==> config.mk <==
export PLATFORM = sky130hd
export DESIGN_NAME = adc_moving_average_32_top
export DESIGN_NICKNAME = d
export VERILOG_FILES = /design/src/sv/adcma_pkg.sv /design/src/sv/adc_moving_average_32_top.sv
export SDC_FILE = /design/constraint.sdc
export NUM_CORES = 1
export LEC_CHECK = 0
export ABC_AREA = 0
export BUFFER_PORTS_ARGS = -buffer_cell sky130_fd_sc_hd__buf_4
export CORE_MARGIN = 3
export CORE_UTILIZATION = 64
export CTS_BUF_LIST = sky130_fd_sc_hd__clkbuf_16
export CTS_CLUSTER_DIAMETER = 100
export DETAILED_ROUTE_END_ITERATION = 8
export PLACE_DENSITY = 0.91
export SYNTH_ARGS = -nofsm -noshare
export SYNTH_HDL_FRONTEND = slang
export SYNTH_SLANG_ARGS = --single-unit
==> constraint.sdc <==
create_clock -name clk_i -period 8.1 [get_ports clk_i]
set_clock_uncertainty 0.2 [all_clocks]
set_input_delay 0 -clock clk_i [delete_from_list [all_inputs] [get_ports clk_i]]
set_output_delay 0 -clock clk_i [all_outputs]
set_load 0.01 [all_outputs]
==> src/sv/adcma_pkg.sv <==
// Package for the ADC moving-average block: widths, window size and
// saturation limits. No dependencies.
`timescale 1ns / 1ps

package adcma_pkg;

  // Window length; a power of two so the floor division is an arithmetic shift
  localparam int WINDOW      = 32;
  localparam int IDX_W       = $clog2(WINDOW);
  localparam int SAMPLE_BITS = 10;
  localparam int SCALE_SHIFT = 6;
  localparam int SCALED_W    = SAMPLE_BITS + SCALE_SHIFT;

  // Running sum / average and output widths
  localparam int RUN_W  = 22;
  localparam int AVG_W  = 18;
  localparam int HALF_W = AVG_W - 1;
  localparam int DISP_W = 14;

  // Tdata widths, padded to whole bytes
  localparam int IN_TDATA_W  = ((SAMPLE_BITS + 7) / 8) * 8;
  localparam int OUT_TDATA_W = ((AVG_W + DISP_W + 7) / 8) * 8;

  // Divide by ten as multiply by ceil(2^19 / 10), exact for magnitudes below 2^18
  localparam int RECIP_W     = 16;
  localparam int RECIP_SHIFT = 19;
  localparam logic [RECIP_W-1:0] RECIP_TEN = RECIP_W'(52429);

  typedef logic signed [RUN_W-1:0] run_t;
  typedef logic signed [AVG_W-1:0] avg_t;

endpackage

==> src/sv/adc_moving_average_32_top.sv <==
// Top level of the ADC moving-average block: ring memory, running average
// update and display scaling. Depends on adcma_pkg.
//
//  channel  | dir | tdata fields (low bit up)                | tuser | tlast
//  s_axis   | in  | adc_sample[9:0], zero pad to 16 bits     |  -    |  -
//  m_axis   | out | average_q6[17:0], display_value[31:18]   |  -    |  -
//
// One sample is taken every cycle while the output is not stalled; a result passes
// in turn through ring read, average update, scaling, divide by ten and output.
// The first WINDOW samples after reset only fill the ring and give no result.
// Rate is set by the single read-modify-write of the 32-entry ring per sample;
// the ring needs no clearing, every entry is written before it is read.
// A stalled output register holds the whole pipeline, including s_axis_tready_o.
`timescale 1ns / 1ps

module adc_moving_average_32_top
  import adcma_pkg::*;
(
  input  logic                   clk_i,
  input  logic                   rst_ni,
  input  logic                   s_axis_tvalid_i,
  output logic                   s_axis_tready_o,
  input  logic [IN_TDATA_W-1:0]  s_axis_tdata_i,   // adc_sample
  output logic                   m_axis_tvalid_o,
  input  logic                   m_axis_tready_i,
  output logic [OUT_TDATA_W-1:0] m_axis_tdata_o    // average_q6, display_value
);

  localparam run_t RUN_MAX = run_t'((64'sd1 <<< (RUN_W - 1)) - 1);
  localparam run_t RUN_MIN = run_t'(-(64'sd1 <<< (RUN_W - 1)));
  localparam run_t AVG_MAX = run_t'((64'sd1 <<< (AVG_W - 1)) - 1);
  localparam run_t AVG_MIN = run_t'(-(64'sd1 <<< (AVG_W - 1)));

  logic en;
  logic accept;

  // Issue-side state
  logic [IDX_W-1:0] idx_q, idx_d;
  logic             filled_q, filled_d;
  logic [SCALED_W-1:0] scaled;

  // Ring memory and its registered read port
  logic [SCALED_W-1:0] ring_mem [WINDOW];
  logic [SCALED_W-1:0] rd_q;

  // Update stage
  logic                valid1_q, fill1_q, last1_q;
  logic [SCALED_W-1:0] scaled1_q;
  run_t                rv_q, rv_d;
  logic signed [SCALED_W:0]   diff;
  logic signed [RUN_W:0]      sum_wide;
  run_t                       sum_sat;

  // Scaling stage
  logic                      valid2_q;
  run_t                      avg_run;
  avg_t                      avg2;
  logic signed [HALF_W-1:0]  half2;
  logic [HALF_W-1:0]         mag2;

  // Divide stage
  logic                      valid3_q, neg3_q;
  avg_t                      avg3_q;
  logic [HALF_W-1:0]         mag3_q;
  logic [HALF_W+RECIP_W-1:0] prod;
  logic [DISP_W-1:0]         quot;
  logic [DISP_W-1:0]         disp;

  // Output register
  logic              m_valid_q;
  avg_t              avg_out_q;
  logic [DISP_W-1:0] disp_out_q;

  // Advance everything unless a result is waiting and not taken
  assign en              = !m_valid_q || m_axis_tready_i;
  assign accept          = s_axis_tvalid_i && en;
  assign s_axis_tready_o = en;
  assign scaled          = {s_axis_tdata_i[SAMPLE_BITS-1:0], SCALE_SHIFT'(0)};

  // Advance ring index and fill flag
  always_comb begin
    idx_d    = idx_q + IDX_W'(1);
    filled_d = filled_q || (idx_q == IDX_W'(WINDOW - 1));
  end

  always_ff @(posedge clk_i or negedge rst_ni) begin
    if (!rst_ni) begin
      idx_q    <= '0;
      filled_q <= 1'b0;
    end else if (accept) begin
      idx_q    <= idx_d;
      filled_q <= filled_d;
    end
  end

  // Read the oldest entry and replace it in the same transfer
  always_ff @(posedge clk_i) begin
    if (accept) begin
      rd_q          <= ring_mem[idx_q];
      ring_mem[idx_q] <= scaled;
    end
  end

  // Carry the item into the update stage
  always_ff @(posedge clk_i or negedge rst_ni) begin
    if (!rst_ni) begin
      valid1_q <= 1'b0;
    end else if (en) begin
      valid1_q <= accept;
    end
  end

  always_ff @(posedge clk_i) begin
    if (accept) begin
      fill1_q   <= !filled_q;
      last1_q   <= (idx_q == IDX_W'(WINDOW - 1));
      scaled1_q <= scaled;
    end
  end

  // Accumulate during fill and divide by the window at its last sample, then add the floored difference
  always_comb begin
    diff = $signed({1'b0, scaled1_q}) - $signed({1'b0, rd_q});
    if (fill1_q) begin
      sum_wide = {rv_q[RUN_W-1], rv_q} + $signed({(RUN_W + 1 - SCALED_W)'(0), scaled1_q});
    end else begin
      sum_wide = {rv_q[RUN_W-1], rv_q} + (RUN_W + 1)'(diff >>> IDX_W);
    end
    if (sum_wide > $signed({RUN_MAX[RUN_W-1], RUN_MAX})) begin
      sum_sat = RUN_MAX;
    end else if (sum_wide < $signed({RUN_MIN[RUN_W-1], RUN_MIN})) begin
      sum_sat = RUN_MIN;
    end else begin
      sum_sat = sum_wide[RUN_W-1:0];
    end
    if (fill1_q && last1_q) begin
      rv_d = sum_sat >>> IDX_W;
    end else begin
      rv_d = sum_sat;
    end
  end

  always_ff @(posedge clk_i or negedge rst_ni) begin
    if (!rst_ni) begin
      rv_q     <= '0;
      valid2_q <= 1'b0;
    end else if (en) begin
      if (valid1_q) begin
        rv_q <= rv_d;
      end
      valid2_q <= valid1_q && !fill1_q;
    end
  end

  // Clamp to the output range, halve and take the magnitude
  always_comb begin
    if (rv_q > AVG_MAX) begin
      avg_run = AVG_MAX;
    end else if (rv_q < AVG_MIN) begin
      avg_run = AVG_MIN;
    end else begin
      avg_run = rv_q;
    end
    avg2  = avg_run[AVG_W-1:0];
    half2 = avg2[AVG_W-1:1];
    mag2  = half2[HALF_W-1] ? HALF_W'(-half2) : HALF_W'(half2);
  end

  always_ff @(posedge clk_i or negedge rst_ni) begin
    if (!rst_ni) begin
      valid3_q <= 1'b0;
    end else if (en) begin
      valid3_q <= valid2_q;
    end
  end

  always_ff @(posedge clk_i) begin
    if (en) begin
      avg3_q <= avg2;
      mag3_q <= mag2;
      neg3_q <= half2[HALF_W-1];
    end
  end

  // Divide the magnitude by ten and restore the sign
  always_comb begin
    prod = mag3_q * RECIP_TEN;
    quot = prod[RECIP_SHIFT +: DISP_W];
    disp = neg3_q ? -quot : quot;
  end

  always_ff @(posedge clk_i or negedge rst_ni) begin
    if (!rst_ni) begin
      m_valid_q <= 1'b0;
    end else if (en) begin
      m_valid_q <= valid3_q;
    end
  end

  always_ff @(posedge clk_i) begin
    if (en && valid3_q) begin
      avg_out_q  <= avg3_q;
      disp_out_q <= disp;
    end
  end

  assign m_axis_tvalid_o = m_valid_q;
  assign m_axis_tdata_o  = OUT_TDATA_W'({disp_out_q, avg_out_q});

endmodule

==> results of run 1 <==
==> kinds of logic (layout without fill, tap and decap cells) <==
group	Yosys count	in the layout	synth area share, %
AOI/OAI and AO/OA	356	356	10.1
muxes	91	91	7.67
DFF	440	440	52.2
xor gates and xnor gates	61	61	2.17
and+or+nand+nor	345	345	6.77
buffers and inverters	288	370	4.47
adders and majority gates	279	279	16.6
==> registers in the layout, summed over array words and instances (netlist names) <==
signal,count
valid1_q,1
last1_q,1
avg_out_q,18
valid2_q,1
rd_q,10
disp_out_q,14
fill1_q,1
scaled1_q,10
mag3_q,16
m_axis_tvalid_o,1
filled_q,1
avg3_q,17
neg3_q,1
valid3_q,1
ring_mem,320
idx_q,5
rv_q,22
==> worst paths after layout <==
kind	end	from	slack [ns]
max	disp_out_q[12]$_DFFE_PP_	mag3_q[4]$_DFFE_PN_	1.19
min reg2reg	avg_out_q[5]$_DFFE_PP_	avg3_q[5]$_DFFE_PN_	0.22
min	valid1_q$_DFFE_PN0N_	s_axis_tvalid_i	0.03
max reg2reg	disp_out_q[12]$_DFFE_PP_	mag3_q[4]$_DFFE_PN_	1.19
max in group asynchronous	idx_q[1]$_DFFE_PN0P_	rst_ni	7.23
min in group asynchronous	idx_q[2]$_DFFE_PN0P_	rst_ni	0.25
==> tightest hold or removal path, cell delays in order <==
cell	delay (ns)
dlygate4sd3_1	0.53
buf_4	0.11
mux2_2	0.13
==> per-layer routing <==
layer / GRT usage, % / share of wire, %
met3: 5.68 / 8.4
met5: 0 / 0
met1: 40.0 / 37
met2: 52.1 / 50
met4: 14.0 / 5.4
==> cell type report <==
type	count	area (sq um)
clock buffer	45	1130
sequential	440	13100
inverter	220	826
clock inverter	37	333
fill	2287	10700
tap	511	639
timing repair buffer	68	556
multi-input combinational	1132	10800
==> timing repair <==
| action | CTS | global route |
|---|---|---|
| hold buffers | 14 | 0 |
| gates resized for setup | 0 | 0 |
| hold endpoints to repair | 389 | 0 |
==> per-stage QoR <==
step | utilization, % | hold slack, ns | worst slack [ns] | instance area [sq um] | cells
2_1_floorplan | - | -0.496 | 1.88 | 25000 | 1860
3_3_place_gp | 67.6 | -0.235 | 1.38 | 25800 | 2357
3_5_place_dp | 67.6 | -0.233 | 1.26 | 25800 | 2357
4_1_cts | 71.8 | 0.0156 | 1.26 | 27400 | 2453
5_1_grt | 71.9 | 0.0274 | 0.865 | 27400 | 2453
6_report | 71.9 | 0.0280 | 1.19 | 27400 | 2453
==> placed cells by master, fill, tap and decap left out, types with 22 or more instances in the layout <==
cell type / instances
a21o_1: 44
nor3_1: 27
inv_1: 229
edfxtp_1: 408
xnor2_1: 39
ha_1: 184
fa_1: 90
buf_4: 54
mux4_2: 80
a22oi_1: 43
o21ai_0: 55
nor2_1: 103
nand3_1: 22
a21oi_1: 65
clkbuf_16: 45
dfrtp_1: 30
nand2_1: 92
==> reports/metrics.cfg, run 1 <==
[status]
outcome = complete, no violations

[global_route]
grt.total_usage_pct = 31.1
grt_max_degree = 46
grt_pass1_vias = 16800
grt-ovfl-total = 0
antenna_found_initial = 0
grt_pass1_wl_um = 97800

[min_path]
hp-class = in -> reg
hold_depth = 3

[sta]
finalHoldViolations = 0
timing.final.crit_share_pct = 85.3
fmax_ghz = 0.145
tightest_slew_ns = 1.15
slew_headroom_pct = 23.2
drv_slew = 0
finalSetupViolations = 0
fin_setup_tns_ns = 0
rsz0062_at_grt = no
min_period_ns = 6.91

[synthesis]
synth_top_flop_cell = edfxtp_1
synth_edf_count = 408
synth_common_cells = 408 x edfxtp_1, 218 x inv_1, 184 x ha_1, 103 x nor2_1, 92 x nand2_1
synthCells = 1860
synth_top_area_cell = edfxtp_1
synth_top_area_share_pct = 49.0
synthArstFlopShare_pct = 7.27
yosysMostFrequentCell = edfxtp_1
synth_nets = 2154
yosysSeqAreaShare_pct = 52.2
synth-seq-cells = 440
synth_area_sq_um = 25000
synth_area_per_cell_sq_um = 13.4
synth.area.top_cells = edfxtp_1 49%, ha_1 9.2%, fa_1 7.2%
ys_warn_count = 0
synthDistinctLibCells = 91

[placement]
port_buffers = 47
place_congestion = 0.921
dpl.hpwl_um = 39900

[clock_tree]
clock_sinks = 440
cts_setup_buffers = 0
cts_tree = yes
cts.reportedPaths.clkPinSlew_ns = 0.06
cts_htree_levels = 2
clk_latency_ns = 0.61
clockBufferDepth = 3
cts_buffers = 45
root_buffer = clkbuf_16

[floorplan]
die_w_um = 204
num_rows = 71
num_io_pins = 54
die_area_sq_um = 41500
die_height_um = 204
coreArea_sq_um = 38100
start_util_pct = 65.6

[worst_setup_path]
critical-path-top-delay-family = adder cells
path_class = reg -> reg
worstPathMaxFanout = 8
path_cells = ha_1, fa_1, inv_1, fa_1, fa_1, fa_1, inv_1, fa_1, ha_1, nand2_1, o21ai_0, o21bai_1, nand2_1, o311ai_4, ha_1, inv_1, nor3_1, o2111ai_1, o31ai_1, xnor2_1
arrival_ns = 7.03
crit_path_max_incr_delay_ns = 0.59
cp_num_buf_inv = 3
cpMostUsedCell = fa_1
cp.depth = 20
endpoint_kind = register
crit_path_top_delay_cell = fa_1
required_ns = 8.22
reg2regPathDepth = 20
startpoint_type = register

[detailed_routing]
drt_drc_violations_left = 0
dr_total_vias = 16300
totalWireLength_um = 63200
routed_via_density = 6.65
first_iter_violations = 1826
drtPass1Iterations = 8
detail-route-antenna-nets = 0
wire_per_inst_um = 25.8

[final_layout]
fin_nets = 2201
syn_to_final_growth_pct = 9.52
insertedDiodeCount = 0
drive_gt1_share_pct = 12.8

[run]
maxCapViolations = 0

Power of run 1 is left out: the tool's default activity adds up to more than one toggle a clock period on the data nets, which glitch-free logic cannot reach.
==> run 2: changes to the inputs <==
==> constraint.sdc (replaced) <==
create_clock -name clk_i -period 7.15 [get_ports clk_i]
set_clock_uncertainty 0.2 [all_clocks]
set_input_delay 0 -clock clk_i [delete_from_list [all_inputs] [get_ports clk_i]]
set_output_delay 0 -clock clk_i [all_outputs]
set_load 0.01 [all_outputs]
==> run 2 against run 1 <==
  * Count of clock-buffer cells in the layout decreased by 1
  * Via count decreased by 1.5%
  * Maximum frequency up 2.8%
  * Highest routed layer unchanged
==> reports/metrics.cfg, run 2 (synthesis results as in run 1) <==
[status]
outcome = complete, no violations

[final_layout]
fin_nets = 2205  ; +0.18%
syn_to_final_growth_pct = 9.50  ; about the same
final_cell_mix = 408 x edfxtp_1, 229 x inv_1, 183 x ha_1, 103 x nor2_1, 92 x nand2_1
final_util_pct = 71.8  ; about the same
insertedDiodeCount = 0  ; unchanged
final_common_cell = edfxtp_1
largest_register = ring_mem
largest_reg_flops = 320  ; unchanged
drive_gt1_share_pct = 13.0  ; +0.22 points
reg_top3 = ring_mem x320, rv_q x22, avg_out_q x18
instances_no_fill = 2458  ; +0.20%

[floorplan]
num_rows = 71  ; unchanged
start_util_pct = 65.6  ; unchanged
num_io_pins = 54  ; unchanged
die_w_um = 204  ; unchanged
coreArea_sq_um = 38100  ; unchanged
die_height_um = 204  ; unchanged
die_area_sq_um = 41500  ; unchanged

[sta]
fin_setup_tns_ns = 0  ; unchanged
finalSetupViolations = 0  ; unchanged
drv_slew = 0  ; unchanged
slew_headroom_pct = 14.5  ; -8.7 points
rsz0062_at_grt = no
finalHoldViolations = 0  ; unchanged
tightest_slew_ns = 1.27  ; +0.121 ns
timing.final.crit_share_pct = 94.0  ; +8.7 points
min_period_ns = 6.72  ; -0.187 ns
fmax_ghz = 0.149  ; +2.8%

[global_route]
grt_pass1_vias = 16400  ; -2.0%
grt.total_usage_pct = 29.8  ; -1.3 points
grt_pass1_wl_um = 94800  ; -3.1%
grt_max_degree = 67  ; +46%
antenna_found_initial = 0  ; unchanged
grt-ovfl-total = 0  ; unchanged

[worst_setup_path]
reg2regPathDepth = 20  ; unchanged
arrival_ns = 6.83  ; -0.20 ns
path_class = reg -> reg
required_ns = 7.26  ; -0.96 ns
r2r_slack_ns = 0.43  ; -0.76 ns
worstPathMaxFanout = 10  ; +2
endpoint_kind = register
startpoint_type = register

[placement]
place_inst = 2361  ; +0.17%
port_buffers = 47  ; unchanged
place_congestion = 0.919  ; -0.24%
dpl.hpwl_um = 40000  ; +0.37%

[clock_tree]
clk_latency_ns = 0.59  ; -0.02 ns
cts_htree_levels = 2  ; unchanged
root_buffer = clkbuf_16
cts_buffers = 44  ; -2.2%
cts.reportedPaths.clkPinSlew_ns = 0.06  ; about the same
cts_tree = yes
clockBufferDepth = 3  ; unchanged
clock_sinks = 440  ; unchanged

[min_path]
hold_depth = 3  ; unchanged
hp-class = in -> reg

[detailed_routing]
drtPass1Iterations = 6  ; -2
detail-route-antenna-nets = 0  ; unchanged
wire_per_inst_um = 24.5  ; -4.9%
totalWireLength_um = 60200  ; -4.7%
routed_via_density = 6.53  ; -1.7%
dr_total_vias = 16100  ; -1.5%
drt_drc_violations_left = 0  ; unchanged
first_iter_violations = 1669  ; -8.6%

[run]
maxCapViolations = 0  ; unchanged

run 2: critical path, stage by stage (launching register included):
cell	delay, ns
edfxtp_1	0.51
ha_1	0.42
fa_1	0.56
inv_1	0.06
fa_1	0.53
fa_1	0.55
inv_1	0.06
fa_1	0.54
inv_1	0.06
fa_1	0.52
inv_1	0.04
ha_2	0.44
o211ai_1	0.13
nor2_1	0.15
o21ai_0	0.23
a211oi_1	0.34
o32ai_1	0.19
nor4b_2	0.25
o2111ai_1	0.28
o41ai_4	0.28
xnor2_1	0.11
run 2: worst paths after layout:
path | startpoint | end
hold / removal | s_axis_tvalid_i | valid1_q$_DFFE_PN0N_
setup reg to reg | mag3_q[5]$_DFFE_PN_ | disp_out_q[13]$_DFFE_PP_
min in group asynchronous | rst_ni | idx_q[2]$_DFFE_PN0P_
setup / recovery | mag3_q[5]$_DFFE_PN_ | disp_out_q[13]$_DFFE_PP_
max in group asynchronous | rst_ni | idx_q[1]$_DFFE_PN0P_
hold reg to reg | avg3_q[8]$_DFFE_PN_ | avg_out_q[8]$_DFFE_PP_
run 2: final cells by class:
class	count	area (sq um)
Timing Repair Buffer	73	593
Inverter	220	826
Multi-Input combinational cell	1132	10800
Clock inverter	38	318
Sequential cell	440	13100
Fill cell	2294	10700
Clock buffer	44	1100
Tap cell	511	639
run 2: per-stage QoR:
step,instance area [sq um],hold slack (ns),setup WS [ns]
floorplan,25000,-0.496,0.930
global placement,25800,-0.236,0.469
detailed placement,25800,-0.225,0.358
CTS,27400,0.0142,0.357
global route,27400,0.0409,0.0545
finish,27400,0.0211,0.429
run 2: per-layer routing:
layer / GRT usage, % / vias up / part of all wire (%)
met5: 0 / - / 0
met4: 10.5 / 0 / 4.1
met3: 4.87 / 201 / 8.0
met2: 50.8 / 917 / 50
met1: 39.4 / 7919 / 37
li1: - / 7017 / -
run 2: timing repair:
action / in CTS / in global routing
buffers inserted: 0 / 1
hold buffers: 14 / 0
setup endpoints to repair: 0 / 3
gates resized for setup: 0 / 3
hold endpoints to repair: 389 / 0
Power of run 2 is left out for the same reason.
